**src/sv/lpe_pkg.sv**
```systemverilog
// lpe_pkg: shared types, constants and helpers for the line position estimator.
// No dependencies; imported by every module of the block.
package lpe_pkg;

  localparam int unsigned SAMPLE_BITS = 10;
  localparam int unsigned MAX_CHANNELS = 8;
  localparam int unsigned ERR_BITS = 11;
  localparam int unsigned DEF_CHANNELS = 8;

  // position step per channel, sixteenths scale, center step
  localparam int unsigned POS_STEP = 10;
  localparam int unsigned FRAC_SHIFT = 4;
  localparam int unsigned CENTER_STEP = 80;

  // sum of 10*i over all channels is at most 280 at eight channels
  localparam int unsigned POS_W = 7;
  localparam int unsigned SUM_W = 9;
  localparam int unsigned CNT_W = 4;
  localparam int unsigned DVD_W = SUM_W + FRAC_SHIFT;
  localparam int unsigned DIV_STEPS = DVD_W;
  localparam int unsigned DCNT_W = 4;

  typedef logic [SAMPLE_BITS-1:0] sample_t;

  typedef enum logic {
    CMD_CALIBRATE = 1'b0,
    CMD_MEASURE   = 1'b1
  } cmd_e;

  typedef struct packed {
    logic    command;
    sample_t sample_0;
    sample_t sample_1;
    sample_t sample_2;
    sample_t sample_3;
    sample_t sample_4;
    sample_t sample_5;
    sample_t sample_6;
    sample_t sample_7;
  } in_item_t;

  typedef struct packed {
    logic signed [ERR_BITS-1:0] position_error;
    logic                       line_seen;
    logic [MAX_CHANNELS-1:0]    line_pattern;
  } out_item_t;

  // controller -> datapath
  typedef struct packed {
    logic load_in;
    logic scan_step;
    logic div_start;
    logic div_step;
    logic load_out;
  } dp_cmd_t;

  // datapath -> controller
  typedef struct packed {
    logic is_calib;
    logic last_ch;
    logic count_zero;
    logic div_last;
    logic out_full;
  } dp_stat_t;

  function automatic sample_t sample_of(input in_item_t d, input int unsigned idx);
    sample_t s;
    case (idx)
      0: s = d.sample_0;
      1: s = d.sample_1;
      2: s = d.sample_2;
      3: s = d.sample_3;
      4: s = d.sample_4;
      5: s = d.sample_5;
      6: s = d.sample_6;
      default: s = d.sample_7;
    endcase
    return s;
  endfunction

endpackage

```
**src/sv/lpe_ctrl.sv**
```systemverilog
// lpe_ctrl: sequencing state machine (accept, channel scan, divide, result hand-off).
// Depends on lpe_pkg; drives lpe_dpath through dp_cmd_t, reads dp_stat_t.
module lpe_ctrl import lpe_pkg::*; (
  input  logic     clk,
  input  logic     rst_n,
  input  logic     in_valid,
  output logic     in_stall,
  input  dp_stat_t stat,
  output dp_cmd_t  cmd
);

  typedef enum logic [4:0] {
    ST_IDLE = 5'b00001,
    ST_SCAN = 5'b00010,
    ST_PREP = 5'b00100,
    ST_DIV  = 5'b01000,
    ST_OUT  = 5'b10000
  } state_t;

  state_t state_r, state_nxt;

  assign in_stall = (state_r != ST_IDLE);

  always_comb begin
    state_nxt = state_r;
    cmd       = '0;
    case (state_r)
      ST_IDLE: begin
        if (in_valid) begin
          cmd.load_in = 1'b1;
          state_nxt   = ST_SCAN;
        end
      end
      ST_SCAN: begin
        cmd.scan_step = 1'b1;
        if (stat.last_ch) begin
          state_nxt = stat.is_calib ? ST_IDLE : ST_PREP;
        end
      end
      ST_PREP: begin
        if (stat.count_zero) begin
          state_nxt = ST_OUT;
        end else begin
          cmd.div_start = 1'b1;
          state_nxt     = ST_DIV;
        end
      end
      ST_DIV: begin
        cmd.div_step = 1'b1;
        if (stat.div_last) begin
          state_nxt = ST_OUT;
        end
      end
      ST_OUT: begin
        if (!stat.out_full) begin
          cmd.load_out = 1'b1;
          state_nxt    = ST_IDLE;
        end
      end
      default: state_nxt = ST_IDLE;
    endcase
  end

  always_ff @(posedge clk) begin
    if (!rst_n) begin
      state_r <= ST_IDLE;
    end else begin
      state_r <= state_nxt;
    end
  end

endmodule

```
**src/sv/lpe_dpath.sv**
```systemverilog
// lpe_dpath: calibration levels, per-channel classifier, accumulators,
// radix-2 restoring divider and output register. Depends on lpe_pkg.
module lpe_dpath import lpe_pkg::*; #(
  parameter int unsigned CHANNELS = DEF_CHANNELS
) (
  input  logic      clk,
  input  logic      rst_n,
  input  dp_cmd_t   cmd,
  output dp_stat_t  stat,
  input  in_item_t  in_data,
  output logic      out_valid,
  input  logic      out_stall,
  output out_item_t out_data
);

  localparam int unsigned CH_W = $clog2(CHANNELS);
  localparam logic [ERR_BITS-1:0] CENTER = ERR_BITS'(CENTER_STEP * (CHANNELS - 1));

  in_item_t                  in_r;
  sample_t                   smp   [CHANNELS];
  sample_t                   low_r [CHANNELS];
  sample_t                   high_r[CHANNELS];
  logic [CH_W-1:0]           ch_r;
  logic [POS_W-1:0]          pos_r;
  logic [SUM_W-1:0]          sum_r;
  logic [CNT_W-1:0]          count_r;
  logic [CHANNELS-1:0]       pattern_r;
  logic [DVD_W-1:0]          dvd_r;
  logic [CNT_W-1:0]          rem_r;
  logic [DCNT_W-1:0]         dcnt_r;
  logic signed [ERR_BITS-1:0] held_error_r;
  logic                      out_valid_r;
  out_item_t                 out_r;

  sample_t          s_cur, lo_cur, hi_cur, d_lo, d_hi;
  logic             is_line;
  logic [CNT_W:0]   trial;
  logic             trial_ge;
  logic [ERR_BITS-1:0] err_new;

  always_comb begin
    for (int i = 0; i < CHANNELS; i++) begin
      smp[i] = sample_of(in_r, i);
    end
  end

  assign s_cur   = smp[ch_r];
  assign lo_cur  = low_r[ch_r];
  assign hi_cur  = high_r[ch_r];
  assign d_lo    = (lo_cur > s_cur) ? (lo_cur - s_cur) : (s_cur - lo_cur);
  assign d_hi    = (hi_cur > s_cur) ? (hi_cur - s_cur) : (s_cur - hi_cur);
  assign is_line = (d_lo >= d_hi);  // ties count as line

  assign trial    = {rem_r, dvd_r[DVD_W-1]};
  assign trial_ge = (trial >= {1'b0, count_r});
  assign err_new  = ERR_BITS'(dvd_r) - CENTER;

  assign stat.is_calib   = (in_r.command == CMD_CALIBRATE);
  assign stat.last_ch    = (ch_r == CH_W'(CHANNELS - 1));
  assign stat.count_zero = (count_r == '0);
  assign stat.div_last   = (dcnt_r == DCNT_W'(DIV_STEPS - 1));
  assign stat.out_full   = out_valid_r;

  // input capture and divide
  always_ff @(posedge clk) begin
    if (cmd.load_in) begin
      in_r <= in_data;
    end
    if (cmd.div_start) begin
      dvd_r <= {sum_r, FRAC_SHIFT'(0)};
      rem_r <= '0;
    end else if (cmd.div_step) begin
      rem_r <= trial_ge ? CNT_W'(trial - {1'b0, count_r}) : CNT_W'(trial);
      dvd_r <= {dvd_r[DVD_W-2:0], trial_ge};
    end
  end

  always_ff @(posedge clk) begin
    if (!rst_n) begin
      ch_r      <= '0;
      pos_r     <= '0;
      sum_r     <= '0;
      count_r   <= '0;
      pattern_r <= '0;
      dcnt_r    <= '0;
      for (int i = 0; i < CHANNELS; i++) begin
        low_r[i]  <= '1;
        high_r[i] <= '0;
      end
    end else begin
      if (cmd.load_in) begin
        ch_r      <= '0;
        pos_r     <= '0;
        sum_r     <= '0;
        count_r   <= '0;
        pattern_r <= '0;
      end else if (cmd.scan_step) begin
        ch_r  <= stat.last_ch ? '0 : ch_r + 1'b1;
        pos_r <= pos_r + POS_W'(POS_STEP);
        if (stat.is_calib) begin
          if (s_cur < lo_cur) low_r[ch_r]  <= s_cur;
          if (s_cur > hi_cur) high_r[ch_r] <= s_cur;
        end else if (is_line) begin
          pattern_r[ch_r] <= 1'b1;
          count_r         <= count_r + 1'b1;
          sum_r           <= sum_r + SUM_W'(pos_r);
        end
      end
      if (cmd.div_start) begin
        dcnt_r <= '0;
      end else if (cmd.div_step) begin
        dcnt_r <= dcnt_r + 1'b1;
      end
    end
  end

  // held error and output register
  always_ff @(posedge clk) begin
    if (!rst_n) begin
      held_error_r <= '0;
      out_valid_r  <= 1'b0;
    end else begin
      if (cmd.load_out) begin
        out_valid_r <= 1'b1;
        if (count_r != '0) held_error_r <= err_new;
      end else if (out_valid_r && !out_stall) begin
        out_valid_r <= 1'b0;
      end
    end
  end

  always_ff @(posedge clk) begin
    if (cmd.load_out) begin
      out_r.position_error <= (count_r != '0) ? err_new : held_error_r;
      out_r.line_seen      <= (count_r != '0);
      out_r.line_pattern   <= MAX_CHANNELS'(pattern_r);
    end
  end

  assign out_valid = out_valid_r;
  assign out_data  = out_r;

  a_no_overwrite: assert property (@(posedge clk) disable iff (!rst_n)
    cmd.load_out |-> !out_valid_r)
    else $error("result register loaded while still full");

  a_div_nonzero: assert property (@(posedge clk) disable iff (!rst_n)
    cmd.div_step |-> count_r != '0)
    else $error("divide step with zero count");

  a_seen_pattern: assert property (@(posedge clk) disable iff (!rst_n)
    cmd.load_out |=> out_r.line_seen == (out_r.line_pattern != '0))
    else $error("line_seen disagrees with pattern");

  a_held_match: assert property (@(posedge clk) disable iff (!rst_n)
    cmd.load_out |=> out_r.position_error == held_error_r)
    else $error("result error differs from held error");

endmodule

```
**src/sv/line_position_estimator_core.sv**
```systemverilog
// line_position_estimator_core: top level of the line sensor centroid estimator.
// Depends on lpe_pkg, lpe_ctrl and lpe_dpath.
//
// Usage:
//   Input channel (in_valid / in_stall / in_data): one transaction per sample set,
//   with a command bit and one reading per channel. A calibrate transaction widens
//   each channel's stored min/max and yields no result. A measure transaction
//   classifies each channel (ties toward line) and yields one result transaction.
//   Output channel (out_valid / out_stall / out_data): position error in
//   sixteenths, line_seen and the per-channel line pattern. With no channel on
//   the line, the previous error is repeated and line_seen is 0.
// Timing:
//   One item in flight. After acceptance the controller scans CHANNELS channels,
//   one per cycle (the shared classifier), then a radix-2 restoring divider yields
//   one quotient bit per cycle. A calibrate item ends after the scan; a measure
//   item with no line seen skips the divider. The result is loaded into the
//   output register from the output state once that register is empty.
//   The result sits in an output register, so the next item is accepted while it
//   waits; a stalled receiver only holds back the following result.
// Reset (rst_n low, synchronous): min levels to all ones, max levels to zero,
//   held error to zero, no result pending, ready for input next cycle.
module line_position_estimator_core import lpe_pkg::*; #(
  parameter int unsigned CHANNELS = DEF_CHANNELS
) (
  input  logic      clk,
  input  logic      rst_n,
  input  logic      in_valid,
  output logic      in_stall,
  input  in_item_t  in_data,
  output logic      out_valid,
  input  logic      out_stall,
  output out_item_t out_data
);

  dp_cmd_t  cmd;
  dp_stat_t stat;

  // sequencer: owns the handshake on the input side
  lpe_ctrl u_ctrl (
    .clk      (clk),
    .rst_n    (rst_n),
    .in_valid (in_valid),
    .in_stall (in_stall),
    .stat     (stat),
    .cmd      (cmd)
  );

  // datapath: levels, classifier, divider, result register
  lpe_dpath #(
    .CHANNELS (CHANNELS)
  ) u_dpath (
    .clk       (clk),
    .rst_n     (rst_n),
    .cmd       (cmd),
    .stat      (stat),
    .in_data   (in_data),
    .out_valid (out_valid),
    .out_stall (out_stall),
    .out_data  (out_data)
  );

endmodule

```
**config.mk**
```make
export PLATFORM = sky130hd
export DESIGN_NAME = line_position_estimator_core
export DESIGN_NICKNAME = d
export VERILOG_FILES = /design/src/sv/lpe_pkg.sv /design/src/sv/lpe_ctrl.sv /design/src/sv/lpe_dpath.sv /design/src/sv/line_position_estimator_core.sv
export SDC_FILE = /design/constraint.sdc
export NUM_CORES = 1
export LEC_CHECK = 0
export ABC_AREA = 1
export BUFFER_PORTS_ARGS = -buffer_cell sky130_fd_sc_hd__buf_2
export CAP_MARGIN = 10
export CORE_MARGIN = 5
export CORE_UTILIZATION = 65
export CTS_CLUSTER_SIZE = 10
export DETAILED_ROUTE_END_ITERATION = 16
export PLACE_DENSITY = 0.95
export SYNTH_ARGS = -nofsm -noshare
export SYNTH_HDL_FRONTEND = slang
export SYNTH_SLANG_ARGS = --single-unit
```
**constraint.sdc**
```tcl
create_clock -name clk -period 7.9 [get_ports clk]
set_input_delay 0.79 -clock clk [delete_from_list [all_inputs] [get_ports clk]]
set_output_delay 0.79 -clock clk [all_outputs]
set_load 0.05 [all_outputs]
```
# Yosys cells after proc, flatten, opt, wreduce, memory -nomap -nowiden
# Memory sizes are Yosys's and may differ from the RTL's. A register that Yosys moved wholly into a read port is not among the register bits.
# Index checks and enable logic that the tools add are counted.
# word_totals
ff_bits,170
ramBits,160
in_bits,85
output_inout_bits,22
memories,2
# op_classes
add_sub_neg,11
order_cmp,9
eq_ne,12
muxes,52
n_bitwise,3
reduce_logical,13
# mem_list
memory,depth,width,read_ports,rd_clocked_by_memory_dff,wr,line_no,rtl
u_dpath.high_r,8,10,1,1,8,lpe_dpath.sv:22,sample_t high_r[CHANNELS];
u_dpath.low_r,8,10,1,1,8,lpe_dpath.sv:21,sample_t low_r [CHANNELS];
# op_table
op,count
$mux 10,6
$sub 10x10->10,4
$bmux 10 s3,1
$gt 10x10->1,3
$mux 1,26
$mux 13,2
$mux 5,5
$pmux 5 s5,1
$mux 3,8
$reduce_or 10->1,2
$mux 11,1
$sub 11x10->11 const B,1
$ge 10x10->1,1
$lt 10x10->1,1
$add 9x7->9,1
$add 4x1->4 const B,2
$or 8x8->8,1
$add 7x4->7 const B,1
$ne 2x2->1 const B,3
$eq 5x1->1 const B,1
$eq 5x2->1 const B,1
$eq 5x3->1 const B,1
$eq 5x4->1 const B,1
$eq 5x5->1 const B,1
other kinds (22),25

# Depth between registers and ports, before layout
# logic_depth
depth_word,13
depth_mapped,35
mapped_depth_nobuf,31

# Cells and area by module
# Synthesis repeated with hierarchy kept, for this count alone.
# hier_totals
cells_unflattened,1867
hier_area_um2,16988.8
# modules_own_cells
mod,instances,cells_each,area_each_um2
lpe_dpath,1,1813,16657.2
lpe_ctrl,1,54,331.6

# Worst setup path before layout
# No wires, ideal clock.
# synth_timing
kind,reg-to-reg
start,register u_dpath.ch_r[0]
end,register u_dpath.sum_r[6]
setup_ps,113
t_arrival_ps,4024
required_ps,7787
path_slack_ps,3763
stages_incl_launch_ff,31
path_buffers,6
period_less_slack_ps,4137
cell_sequence,dfxtp_1 > buf_2 > buf_4 > nand2_1 > a21oi_1 > o21ai_1 > nand2_1 > inv_2 > buf_2 > ha_1 > clkbuf_1 > nand2_1 > nor3_1 > nand4_1 > nand2_1 > buf_2 > nand2_1 > o21ai_0 > inv_1 > ha_1 > nand2_1 > nand2_1 > nand2_1 > nand2_1 > nand2_1 > nand3_1 > nand2_1 > clkbuf_1 > nand2_1 > nand2_1 > nor2_1
# synth_between
elab_chain_cells,8
elab_cells_between_ends,14
cone_classes,add/sub: 4; order compare: 3; mux: 5; bitwise: 1; reduce/logical: 1
# synth_lines
item,line_no,rtl
from (decl),lpe_dpath.sv:23,logic [CH_W-1:0] ch_r;
from (signal assigned),lpe_dpath.sv:98,ch_r <= stat.last_ch ? '0 : ch_r + 1'b1;
$not 3->4 (implied by the code) *,lpe_dpath.sv:47,assign s_cur = smp[ch_r];
$bmux 10 s3 *,lpe_dpath.sv:47,
$mux 10 (implied by the code) * (2 in series),lpe_dpath.sv:47,
net u_dpath.s_cur[6],lpe_dpath.sv:35,"sample_t s_cur, lo_cur, hi_cur, d_lo, d_hi;"
"$sub 10x10->10, or another cell as far along",lpe_dpath.sv:50,assign d_lo = (lo_cur > s_cur) ? (lo_cur - s_cur) : (s_cur - lo_cur);
"$mux 10, on equally long branches","lpe_dpath.sv:50, lpe_dpath.sv:51",
$ge 10x10->1 *,lpe_dpath.sv:52,assign is_line = (d_lo >= d_hi);
$reduce_and 3->1 (no line) *,--,
to (signal assigned),lpe_dpath.sv:106,sum_r <= sum_r + SUM_W'(pos_r);
to (decl),lpe_dpath.sv:25,logic [SUM_W-1:0] sum_r;
# The timed path passes the listed nets; every way through them passes the cells marked *. The select of a mux whose other input is x is not followed.
# A chain may end at the register's enable or synchronous reset.

# Worst setup path in the final report
# layout_timing
start,register u_dpath.ch_r[0]
end,register u_dpath.sum_r[1]
# The elaborated chain is that of the path after synthesis.

==> flow_metrics.tcl <==
set metrics [dict create \
    start_util 0.660 \
    synth_flop_cell "edfxtp_1" \
    firstDrtPassIters 8 \
    cts_tree "built" \
    drcViolationCount 0 \
    layout-drive-gt1-share 0.149 \
    required_ns 8.31 \
    rrSetupSlack_ns 1.42 \
    synth_area_leader_cell "edfxtp_1" \
    die_h_um 173 \
    hold_buffers 0 \
    cts_buffers 39 \
    worstMarginPinSlew_ns 1.13 \
    synth.net_count 2042 \
    setup_viol 0 \
    synth_warnings 0 \
    wl_um 45800 \
    min_from "in_data[18]" \
    htreeDepth 2 \
    final_max_slew_viol_count 0 \
    grt_use_total 0.299 \
    grt_antenna_before_repair 0 \
    cts_buffer_depth 3 \
    design.core.area_um2 26100 \
    crit_type "register to register" \
    syn_area_per_cell_um2 9.13 \
    crit_slowest_cell "dfxtp_1" \
    irDropWorstVdd_uv 228 \
    cp.depth 27 \
    hp-class "primary input to register" \
    layout.nets 2105 \
    vias_per_cell 6.08 \
    synth_cell_types 40 \
    grt_pass1_vias 13800 \
    setup_ws_ns 1.42 \
    fin_tns_setup_ns 0 \
    cts_root_buf "clkbuf_16" \
    synth_top_area_share 0.471 \
    pre_cts_ws_ns 1.71 \
    diodes 0 \
    p_leak_nw 7.73 \
    io_pins 107 \
    path_max_fanout 24 \
    fmax_mhz 154 \
    grt-busiest-layer "met2" \
    status "complete, no violations" \
    max_stage_delay_ns 0.85 \
    path_delay_family "simple AND/OR/NAND/NOR gates" \
    reg2reg_depth 27 \
    hold_viol_final 0 \
    crit_start "u_dpath.ch_r[0]$_SDFFE_PP0N_" \
    dp_hpwl_um 30100 \
    cp-start-kind "register" \
    clk_pin_slew_ns 0.06 \
    post-cts-setup-buffer-count 0 \
    worstReg2RegStart "u_dpath.ch_r[0]$_SDFFE_PP0N_" \
    post-synth-top-count-cell "nand2_1" \
    cp_common_cell "nand2_1" \
    drtIter0Drc 1982 \
    min_period_over_period 0.821 \
    grt_start_max_net_pins 82 \
    cts.sinks 331 \
    grt_use_met1 0.384 \
    synth-seq-cells 331 \
    skew_ns 0.0242 \
    antenna_left 0 \
    place_congestion 0.960 \
    rows 59 \
    whs_path_depth 1 \
    worstPathArrival_ns 6.90 \
    ctsResizeCount 0 \
    port_buffers 106 \
    synth-edff-count 270 \
    syn_to_final_growth_pct 9.89 \
    die_area_um2 29800 \
    grt.overflow.total 0 \
    rsz0062_at_grt "no" \
    met3_usage 0.0624 \
    insertion_delay_ns 0.53 \
    worst-path-buf-inv 6 \
    syn_area_um2 17200 \
    die_x_um 173 \
    synthCells 1883 \
    maxSlewHeadroom 0.248 \
    ys_async_sr_fraction 0 \
    p_per_area_nw_per_um2 239 \
    num_vias 14000 \
    ys_top_cells_by_area "edfxtp_1 47%, nand2_1 9.1%, dfxtp_1 7.1%" \
    ys_seq_area_frac 0.542 \
    wire_per_inst_um 19.9 \
    grt_pass1_wl_um 72500 \
    post-route-min-period_ns 6.48 \
    gr-usage-met2 0.495 \
    n_fill_cell 1691 \
    cap_violations 0 \
    end_kind "register" \
    synthTopCellsByCount "419 x nand2_1, 270 x edfxtp_1, 183 x nor2_1" \
]
## metrics by stage
stage	instances	utilization	instance area (um^2)	power [mW]	hold slack (ns)
finish	2300	0.725	18900	4.51	0.432
floorplan	1883	-	17200	2.67	0.408
global placement	2240	0.682	17800	2.89	0.411
CTS	2300	0.725	18900	4.49	0.424
detailed placement	2240	0.682	17800	2.90	0.422
global route	2300	0.725	18900	4.69	0.424
## kinds of logic (layout without fill, tap and decap cells)
| kind of cell | Yosys count | after routing | share of synthesized area |
|---|---|---|---|
| adder cells (fa/ha/maj) | 74 | 74 | 0.0565 |
| flip-flops | 331 | 331 | 0.542 |
| multiplexers | 20 | 20 | 0.0116 |
| buffers and inverters | 309 | 391 | 0.0735 |
| XOR/XNOR | 28 | 28 | 0.0143 |
| AND/OR/NAND/NOR | 868 | 868 | 0.220 |
| AO/OA/AOI/OAI | 253 | 253 | 0.0819 |
## cell type report
type | instances | area (um^2) | share of cell area
multi-input cells | 1243 | 6610 | 0.350
repair buffers | 118 | 621 | 0.0328
inverters | 213 | 800 | 0.0423
clock buffers | 56 | 1050 | 0.0556
clock inverters | 4 | 67.6 | 0.00358
well taps | 335 | 419 | 0.0222
flip-flops and latches | 331 | 9330 | 0.494
## flip-flops by register name, summed over array words and instances (netlist names), named ones only
signal and count:
u_dpath.pattern_r 8, u_dpath.held_error_r 11, u_dpath.low_r 80, u_dpath.dcnt_r 4, u_dpath.dvd_r 13, u_dpath.out_valid 1, u_dpath.count_r 4, u_dpath.ch_r 3
u_dpath.pos_r 6, u_dpath.rem_r 4, u_dpath.sum_r 8, u_dpath.in_r 81, u_dpath.high_r 80, u_dpath.out_data 20, u_ctrl.state_r 5
## placed cells by master (no fill, tap or decap), drive strengths merged, types with 2 or more instances in the layout
cell | Yosys | layout
nand4 | 11 | 11
o32ai | 20 | 20
edfxtp | 270 | 270
o22ai | 26 | 26
inv | 211 | 211
xor2 | 23 | 23
or2 | 2 | 2
clkbuf | 45 | 56
ha | 68 | 68
o21bai | 4 | 4
xnor2 | 5 | 5
nor3b | 2 | 2
nor3 | 9 | 9
nand3 | 163 | 163
fa | 6 | 6
dfxtp | 61 | 61
a21oi | 78 | 78
nand2 | 422 | 422
o211ai | 2 | 2
nor2 | 258 | 258
clkinv | 2 | 5
a21o | 3 | 3
o21ai | 116 | 116
buf | 51 | 118
o21a | 2 | 2
mux2i | 20 | 20
## power by group
group / internal [mW] / leakage (nW) / switching, mW / total (mW)
registers: 1.99 / 2.89 / 0.0401 / 2.04
logic: 0.237 / 4.30 / 0.622 / 0.859
clock network: 0.949 / 0.539 / 0.666 / 1.61
## final timing paths
check	end
worst min register to register	u_dpath.out_data[3]$_DFFE_PP_
worst max register to register	u_dpath.sum_r[1]$_SDFFE_PP0P_
worst max-delay path	u_dpath.sum_r[1]$_SDFFE_PP0P_
worst min-delay path	u_dpath.in_r[18]$_DFFE_PP_
## worst register-to-register path: stages (launching register included)
cell	delay, ns
dfxtp_1	0.85
inv_2	0.36
nand3_1	0.18
inv_2	0.22
nand2_1	0.13
nand2_1	0.06
nor2_1	0.11
nand2_1	0.23
inv_2	0.44
ha_1	0.37
nand2_1	0.17
inv_1	0.08
nand2_1	0.06
nand2_1	0.08
nand2_1	0.08
nand3_1	0.07
nand2_1	0.33
inv_1	0.20
nand2_1	0.11
nand2_1	0.06
ha_1	0.31
a21o_1	0.16
nor2_1	0.11
nand3_1	0.59
nand2_1	0.69
inv_2	0.12
nor2_1	0.13
nor2_1	0.07
## metal layers
layer	part of all wire	vias to the layer above
li1	-	6386
met1	0.36	6438
met2	0.48	970
met3	0.11	189
met4	0.049	0
met5	0	-
Note: power is estimated with default switching activity, not from simulation.
